===== src/rtl/tpf_pkg.sv =====
// Shared types and constants of the five-tuple packet filter.
package tpf_pkg;

    localparam int MAX_RULES = 64;
    localparam int RULE_W    = $clog2(MAX_RULES);
    localparam int CNT_W     = $clog2(MAX_RULES + 1);

    localparam logic [1:0] KIND_ADD    = 2'd0;
    localparam logic [1:0] KIND_DEL    = 2'd1;
    localparam logic [1:0] KIND_CLS    = 2'd2;
    localparam logic [1:0] KIND_UNUSED = 2'd3;

    localparam logic [1:0] STAT_DONE  = 2'd0;
    localparam logic [1:0] STAT_FULL  = 2'd1;
    localparam logic [1:0] STAT_NOPOS = 2'd2;

    localparam logic [1:0] PC_ANY    = 2'd0;
    localparam logic [1:0] PC_TCP    = 2'd1;
    localparam logic [1:0] PC_UDP    = 2'd2;
    localparam logic [1:0] PC_ANY_HI = 2'd3;

    localparam logic [7:0] PROTO_TCP = 8'd6;
    localparam logic [7:0] PROTO_UDP = 8'd17;

    typedef struct packed {
        logic [1:0]  kind;
        logic        direction;
        logic [31:0] src_addr;
        logic [31:0] src_mask;
        logic [15:0] src_l4_port;
        logic [31:0] dst_addr;
        logic [31:0] dst_mask;
        logic [15:0] dst_port;
        logic [1:0]  proto_code;
        logic        drop_action;
        logic [7:0]  packet_proto;
        logic [6:0]  position;
    } t_item;

    typedef struct packed {
        logic       verdict;
        logic [6:0] drop_rule;
        logic [1:0] status;
        logic [6:0] rule_total;
    } t_result;

    // One stored rule, as held in the rule memory.
    typedef struct packed {
        logic        direction;
        logic [15:0] src_l4_port;
        logic [15:0] dst_port;
        logic [1:0]  proto_code;
        logic        drop_action;
        logic [31:0] src_addr;
        logic [31:0] src_mask;
        logic [31:0] dst_addr;
        logic [31:0] dst_mask;
    } t_rule;

    localparam int RULE_BITS = $bits(t_rule);

endpackage


===== src/rtl/tpf_front.sv =====
// Front end: accept items, zero ports of non-TCP/UDP packets, two-entry queue.
module tpf_front (
    input  logic           i_clk,
    input  logic           i_rst_n,
    input  logic           i_push,
    input  tpf_pkg::t_item i_item,
    output logic           o_full,
    input  logic           i_pop,
    output logic           o_valid,
    output tpf_pkg::t_item o_head
);

    tpf_pkg::t_item r_q [2];
    logic           r_wp;
    logic           r_rp;
    logic [1:0]     r_cnt;
    tpf_pkg::t_item n_item;
    logic           push_ok;
    logic           pop_ok;

    always_comb begin
        n_item = i_item;
        // Ports only count for TCP and UDP packets.
        if (i_item.kind == tpf_pkg::KIND_CLS &&
            i_item.packet_proto != tpf_pkg::PROTO_TCP &&
            i_item.packet_proto != tpf_pkg::PROTO_UDP) begin
            n_item.src_l4_port = '0;
            n_item.dst_port    = '0;
        end
    end

    assign o_full  = (r_cnt == 2'd2);
    assign o_valid = (r_cnt != 2'd0);
    assign o_head  = r_q[r_rp];
    assign push_ok = i_push && !o_full;
    assign pop_ok  = i_pop && o_valid;

    always_ff @(posedge i_clk) begin
        if (push_ok) begin
            r_q[r_wp] <= n_item;
        end
        if (!i_rst_n) begin
            r_wp  <= 1'b0;
            r_rp  <= 1'b0;
            r_cnt <= 2'd0;
        end else begin
            if (push_ok) begin
                r_wp <= ~r_wp;
            end
            if (pop_ok) begin
                r_rp <= ~r_rp;
            end
            r_cnt <= r_cnt + 2'(push_ok) - 2'(pop_ok);
        end
    end

endmodule


===== config.mk =====
export PLATFORM = sky130hd
export DESIGN_NAME = tpf_front
export DESIGN_NICKNAME = d
export VERILOG_FILES = /design/src/rtl/tpf_pkg.sv /design/src/rtl/tpf_front.sv
export SDC_FILE = /design/constraint.sdc
export NUM_CORES = 1
export LEC_CHECK = 0
export BUFFER_PORTS_ARGS = -buffer_cell sky130_fd_sc_hd__buf_2
export CAP_MARGIN = 20
export CORE_UTILIZATION = 40
export CTS_BUF_LIST = sky130_fd_sc_hd__clkbuf_8
export CTS_CLUSTER_DIAMETER = 120
export CTS_CLUSTER_SIZE = 25
export DETAILED_ROUTE_END_ITERATION = 8
export HOLD_SLACK_MARGIN = 0.05
export SLEW_MARGIN = 10
export SYNTH_ARGS = -nofsm -noshare
export SYNTH_HDL_FRONTEND = slang
export SYNTH_SLANG_ARGS = --single-unit
export TNS_END_PERCENT = 50

===== constraint.sdc =====
create_clock -name i_clk -period 9.1 [get_ports i_clk]
set_clock_uncertainty 0.05 [all_clocks]
set_input_delay 2.275 -clock i_clk [delete_from_list [all_inputs] [get_ports i_clk]]
set_output_delay 2.275 -clock i_clk [all_outputs]
set_load 0.01 [all_outputs]

== Yosys cells after proc, flatten, opt, wreduce, memory -nomap -nowiden ==
Memories as Yosys holds them, arrays and structs flattened. A register that Yosys moved wholly into a read port is not among the register bits.
Index checks and enable logic that the tools add are counted.
W data, S select, Z words.

* Muxes and demuxes: 6
* Order comparisons: 0
* Equal/unequal tests: 4
* Divide/modulo/power cells: 0
* Shift operators: 0
* Reductions and logical operators: 6
* Add/subtract/negate cells: 2
* Multiply operators: 0
* Bitwise operators: 2

{| class="wikitable"
|+ Operator list
! operator !! number
|-
| $mux W16 || 2
|-
| $ne A8 B3 Y1 const B || 1
|-
| $ne A8 B5 Y1 const B || 1
|-
| $eq A2 B2 Y1 const B || 2
|-
| $logic_and A1 B1 Y1 || 4
|-
| $mux W1 || 4
|-
| $add A2 B1 Y2 || 1
|-
| $not A1 Y1 || 2
|-
| $reduce_bool A2 Y1 || 1
|-
| $sub A2 B1 Y2 || 1
|-
| $logic_not A1 Y1 || 1
|}

* Bits in registers: 4
* Bits in read-only memories: 0
* Input port bits: 185
* Output and inout bits: 183
* Memories: 1
* Latch bits: 0
* Bits in writable memories: 362

{| class="wikitable"
|+ Memories
! memory !! depth !! width !! rd ports !! clocked after memory_dff !! write ports !! RTL line !! RTL
|-
| r_q || 2 || 181 || 1 || 1 || 1 || tpf_front.sv:13 || <nowiki>tpf_pkg::t_item r_q [2];</nowiki>
|}

== Longest topological paths before layout ==
Gate-level depths: netlist of run 1.

* Word-level depth: 5
* Gate-level depth with buffers: 8

== Least setup slack after synthesis of run 1 ==
OpenSTA, ideal clock, no wires.

* Path type: input to register
* Start: input port i_push
* End: memory r_q[1][0] (netlist name), enable pin
* Data required time: 8.486 ns
* Setup slack: 2.020 ns
* Cell stages on the path: 1
* Arrival time: 6.466 ns
* Setup time: 0.564 ns
* Cells stage by stage: and3_1

* Cells in the longest elaborated chain, start to end: 3

{| class="wikitable"
|+ RTL lines
! item !! RTL line !! RTL
|-
| from (decl) || tpf_front.sv:5 || <nowiki>input logic i_push,</nowiki>
|-
| $logic_and A1 B1 Y1 || tpf_front.sv:35 || <nowiki>assign push_ok = i_push && !o_full;</nowiki>
|-
| $mux W1 || tpf_front.sv:39 || <nowiki>if (push_ok) begin</nowiki>
|-
| $mux W1 (implied by the code) || tpf_front.sv:40 || <nowiki>r_q[r_wp] <= n_item;</nowiki>
|-
| to (decl) || tpf_front.sv:13 ||
|}

Every way passes these cells.

==> results of run 1 <==
-- layout make-up --
cell class | count | area [sq um] | share of cell area (%)
Clock inverter | 13 | 53.8 | 0.324
Antenna cell | 1 | 2.50 | 0.0151
Clock buffer | 19 | 262 | 1.57
Inverter | 5 | 23.8 | 0.143
Multi-Input combinational cell | 236 | 2810 | 16.9
Sequential cell | 367 | 11000 | 66.1
Tap cell | 455 | 569 | 3.43
Timing Repair Buffer | 374 | 1910 | 11.5
-- power breakdown --
| part | internal, mW | switching (mW) |
|---|---|---|
| sequential | 2.16 | 0.0581 |
| clock | 0.200 | 0.469 |
| combinational | 0.635 | 0.693 |
-- registers in the layout, indices dropped and copies added, names as in the netlist, named ones only --
name and flops:
r_wp 1, r_rp 1, r_q 362, r_cnt 2
-- metal layers --
metal	share of wire [%]	vias to the layer above	global-route usage [%]	wire [um]
li1	-	3227	-	-
met2	46	265	23.7	12800
met3	11	29	6.41	3030
met5	0.21	-	0	58
met1	41	3406	18.3	11300
met4	1.3	10	2.76	358
-- critical path, stage by stage (launching register included) --
cell and delay (ns):
dfxtp_4 0.38, buf_12 0.62, buf_4 0.78, mux2_4 0.36, buf_2 0.14
-- cell usage in the layout, fill, tap and decap left out, types with 2 or more instances in the layout --
| master | Yosys | layout |
|---|---|---|
| dfxtp_1 | 5 | 4 |
| nor2_1 | 3 | 3 |
| a21boi_0 | 2 | 2 |
| and4bb_2 | 2 | 2 |
| buf_12 | 0 | 2 |
| mux2_2 | 91 | 91 |
| buf_2 | 9 | 367 |
| edfxtp_1 | 362 | 362 |
| inv_6 | 0 | 2 |
| and2_1 | 2 | 2 |
| mux2_4 | 90 | 90 |
| ha_1 | 2 | 2 |
| buf_4 | 0 | 5 |
| a21boi_2 | 2 | 2 |
| clkbuf_8 | 0 | 19 |
| inv_1 | 5 | 16 |
| a21boi_1 | 28 | 28 |
-- stage by stage --
stage / std cells / setup slack, ns / util, %
CTS: 1469 / 3.73 / 48.2
finish: 1470 / 3.78 / 48.2
floorplan: 634 / 2.02 / -
global placement: 1437 / 4.45 / 47.3
detailed placement: 1437 / 4.40 / 47.3
global route: 1469 / 3.61 / 48.2
-- cells by family (layout without fill, tap and decap cells) --
family | count (synthesis) | count (layout)
buffers and inverters | 31 | 411
adders and majority gates | 2 | 2
xor gates and xnor gates | 2 | 2
muxes | 181 | 181
DFF | 367 | 367
other | 0 | 1
and+or+nand+nor | 15 | 15
AOI/OAI and AO/OA | 36 | 36
-- how the worst max path moves through the flow --
stage / from / endpoint / depth (start not counted)
floorplan: i_push / r_q[1][0] / 1
CTS: register / o_head[141] / 4
global placement: i_push / r_q[0][130] / 5
global route: register / o_head[141] / 4
finish: register / o_head[141] / 4
detailed placement: register / o_head[141] / 4
==> results.cfg, run 1 <==
[worst_setup_path]
regToRegEndpoint = r_q[0][167]
start_kind = register
reg2reg_depth = 5
reg2reg_from = r_cnt[0]
arrival_ns = 3.00
ff2ff_setup_slack_ns = 6.35
setup.worst_path.end_class = output port
worst-endpoint-required_ns = 6.78
critical_path_peak_fanout = 134
timing.setup.critical_path_class = reg2out

[drt]
drc = 0
post_drt_via_cell_ratio = 4.72
num_vias = 6937
drt-initial-drc-count = 288
drtPass1Iterations = 4
drt.antenna.violating_nets = 0
routed_length_per_placed_instance_um = 18.7
final_wl_um = 27500

[place]
placed_cell_area_sq_um = 16300
routabilityCongestion = 0.798
dp_hpwl_um = 18000
placement.io_buffers = 367

[logic_synthesis]
synthDominantCellAreaShare_pct = 77.6
synth-edff-count = 362
synth.ff_latch_count = 367
syn-instance-count = 634
synth_compound_gate_area_share_pct = 1.96
netlist-cell-type-count = 29
synth_top_family_by_area = multiplexers
post-synth-top-count-cell = edfxtp_1
synth-seq-area-share_pct = 78.3
synth_top_cell_by_area = edfxtp_1
postSynth.asyncResetShare_pct = 0
synth.top_cells.by_area = edfxtp_1 78%, mux2_4 9.6%, mux2_2 7.3%
synth-main-ff-cell = edfxtp_1
post_synth_mux_area_share_pct = 17.0
yosys-top-cells-count = 362 x edfxtp_1, 91 x mux2_2, 90 x mux2_4
post_synthesis_cell_area_sq_um = 14000
synthXorXnorAreaFrac_pct = 0.125
synthesis.yosys.warnings = 0
syn_area_per_cell_sq_um = 22.1
synth_nets = 821
synth_fa_ha_area_share_pct = 0.179
synthSimpleGateAreaFrac_pct = 0.786

[sta]
period_share_pct = 58.5
rsz0062_at_grt = no
maxClockFrequency_ghz = 0.188
worst_slew_pin_slew_ns = 0.947
relSlewSlack_pct = 36.8
report.final.hold_viol_count = 0
final.min_clock_period_ns = 5.32
finalSetupTns_ns = 0
final-max-slew-violation-count = 0
setup_viol = 0
holdWs_ns = 0.485

[power_and_ir_drop]
vdd_ir_drop_max_uv = 256
p_total_mw = 4.21
pwr_density_cell_nw_per_um2 = 253
static-leakage-power_nw = 6.31

[clock_tree]
cts_buffer_depth = 3
cts_hold_repair.buffers = 0
cts_resized = 0
tritoncts = done
htreeDepth = 1
worst_setup_hold_path_clk_slew_ns = 0.14
cts.root.buffer_cell = clkbuf_8
cts_post_setup_buffers_inserted = 0
cts.sink_count = 367
clk-insertion-delay-late_ns = 0.56
clock_buffer_count_from_cts = 18

[floorplanning]
floorplan.die_area_sq_um = 35800
initial_utilization_pct = 40.6
row_count = 68
chipHeight_um = 189
die_x_um = 189
placeableCoreArea_sq_um = 34500
boundaryPins = 368

[global_routing]
grt_first_pass_wirelength_um = 40200
grt_util_all_layers_pct = 14.6
first_global_vias = 7029
total_gr_overflow = 0
pin_count_of_the_biggest_net_entering_global_routing = 163
antenna_found_initial = 8

[cells_and_area]
finalInstanceArea_sq_um = 16600
finalNetCount = 1189
n_fill_cell = 2972
drive_gt1_share_pct = 57.8
syn_to_final_growth_pct = 18.6

[worst_hold_path]
min_to = r_wp
timing.hold.worst.start = r_wp
hold-path-cell-count = 2
holdCritPathClass = reg2reg

[run]
drv.max_cap_violation_count = 0

[run_status]
outcome = finished, final reports clean
Power figures use the tool's default switching activity.
==> inputs of run 2 (changes only) <==
--- a/config.mk
+++ b/config.mk
@@ -13,6 +13,7 @@
 export CTS_CLUSTER_SIZE = 25
 export DETAILED_ROUTE_END_ITERATION = 8
 export HOLD_SLACK_MARGIN = 0.05
+export PLACE_DENSITY = 0.66
 export SLEW_MARGIN = 10
 export SYNTH_ARGS = -nofsm -noshare
 export SYNTH_HDL_FRONTEND = slang
==> constraint.sdc (replaced) <==
create_clock -name i_clk -period 4.85 [get_ports i_clk]
set_clock_uncertainty 0.05 [all_clocks]
set_input_delay 1.2125 -clock i_clk [delete_from_list [all_inputs] [get_ports i_clk]]
set_output_delay 1.2125 -clock i_clk [all_outputs]
set_load 0.01 [all_outputs]
==> run 2 against run 1 <==
Net effect:
- power grew 89%
- via count up 0.68%
- largest power group unchanged
- sequential share of layout area down 0.45 points
- critical endpoint is now o_head[5]
==> results.cfg, run 2 (synthesis gave the netlist of run 1 again) <==
[run_status]
outcome = finished, final reports clean

[drt]
final_wl_um = 27500
num_vias = 6984
drtPass1Iterations = 4
drt.antenna.violating_nets = 0
routed_length_per_placed_instance_um = 18.6
post_drt_via_cell_ratio = 4.73
drt-initial-drc-count = 326
drc = 0

[worst_hold_path]
timing.hold.worst.start = r_wp
min_to = r_wp
holdCritPathClass = reg2reg
hold-path-cell-count = 2

[floorplanning]
chipHeight_um = 189
row_count = 68
boundaryPins = 368
die_x_um = 189
placeableCoreArea_sq_um = 34500
initial_utilization_pct = 40.6
floorplan.die_area_sq_um = 35800

[cells_and_area]
reg.largest.list = r_q x362, r_cnt x2
mostFrequentLayoutCells = 367 x buf_2, 362 x edfxtp_1, 91 x mux2_2, 90 x mux2_4, 28 x a21boi_1
drive_gt1_share_pct = 58.1
n_fill_cell = 2985
max_flop_register = r_q
finalNetCount = 1196
largest_register_ff_count = 362
utilization_pct = 48.5
syn_to_final_growth_pct = 19.4
final_common_cell = buf_2

[power_and_ir_drop]
pwr_density_cell_nw_per_um2 = 476
vdd_ir_drop_max_uv = 307
p_total_mw = 7.96
static-leakage-power_nw = 6.36

[sta]
rsz0062_at_grt = no
finalWorstSetupSlack_ns = 1.16
report.final.hold_viol_count = 0
setup_viol = 0
maxClockFrequency_ghz = 0.271
period_share_pct = 76.1
final-max-slew-violation-count = 0
final.min_clock_period_ns = 3.69
worst_slew_pin_slew_ns = 1.02
relSlewSlack_pct = 31.8

[global_routing]
grt_util_all_layers_pct = 14.8
first_global_vias = 7276
antenna_found_initial = 6
grt_first_pass_wirelength_um = 41000
total_gr_overflow = 0
pin_count_of_the_biggest_net_entering_global_routing = 101

[worst_setup_path]
setup.worst_path.end_class = output port
critical_path_peak_fanout = 50
reg2reg_from = r_cnt[0]
arrival_ns = 2.43
regToRegEndpoint = r_q[0][132]
ff2ff_setup_slack_ns = 2.55
worst-endpoint-required_ns = 3.59
start_kind = register
reg2reg_depth = 5
timing.setup.critical_path_class = reg2out

[clock_tree]
cts.sink_count = 367
cts_hold_repair.buffers = 0
clock_buffer_count_from_cts = 18
cts_post_setup_buffers_inserted = 0
cts.root.buffer_cell = clkbuf_8
tritoncts = done
cts_resized = 0
htreeDepth = 1
cts_buffer_depth = 3
clk-insertion-delay-late_ns = 0.56
worst_setup_hold_path_clk_slew_ns = 0.14

[place]
routabilityCongestion = 0.753
dp_hpwl_um = 18400
dpl_worst_slack_ns = 1.71
placement.io_buffers = 367

[run]
drv.max_cap_violation_count = 0
==> run 2: worst max-delay path, stage by stage (launching register included) <==
cell and delay [ns]:
dfxtp_4 0.95, buf_4 0.40, mux2_2 0.36, buf_2 0.14
==> run 2: through the flow <==
stage          hold slack (ns)  TNS, ns  instances  area [sq um]
2_1_floorplan            0.408  -152.36        634         14000
3_5_place_dp             0.448        0       1444         16400
4_1_cts                  0.466        0       1476         16700
6_report                 0.463        0       1477         16700
5_1_grt                  0.498        0       1477         16700
3_3_place_gp             0.423        0       1444         16400
==> run 2: routing by layer <==
layer	global-route usage, %	share of wire [%]
met4	3.01	1.6
met5	0	0.23
met1	17.7	39
met2	26.2	51
met3	4.80	8.4
==> run 2: report_power, final <==
part	internal [mW]	switching (mW)
Clock	0.375	0.891
Combinational	1.24	1.24
Sequential	4.04	0.183
Total	5.65	2.31
==> run 2: how the worst max path moves through the flow <==
stage            endpoint  slack [ns]  cells past startpoint
4_1_cts         o_head[1]        1.04                      3
3_3_place_gp   o_head[75]        1.70                      3
3_5_place_dp    o_head[4]        1.71                      3
2_1_floorplan   r_q[0][0]       -0.84                      3
6_report        o_head[5]        1.16                      3
5_1_grt         o_head[4]        0.95                      3
==> run 2: final cells by class <==
type                    count  area, sq um  area share, %
repair buffers            381         2020           12.1
diodes                      1         2.50         0.0150
multi-input cells         236         2820           16.9
clock inverters            13         53.8          0.322
well taps                 455          569           3.40
flip-flops and latches    367        11000           65.6
clock buffers              19          262           1.56
inverters                   5         23.8          0.142
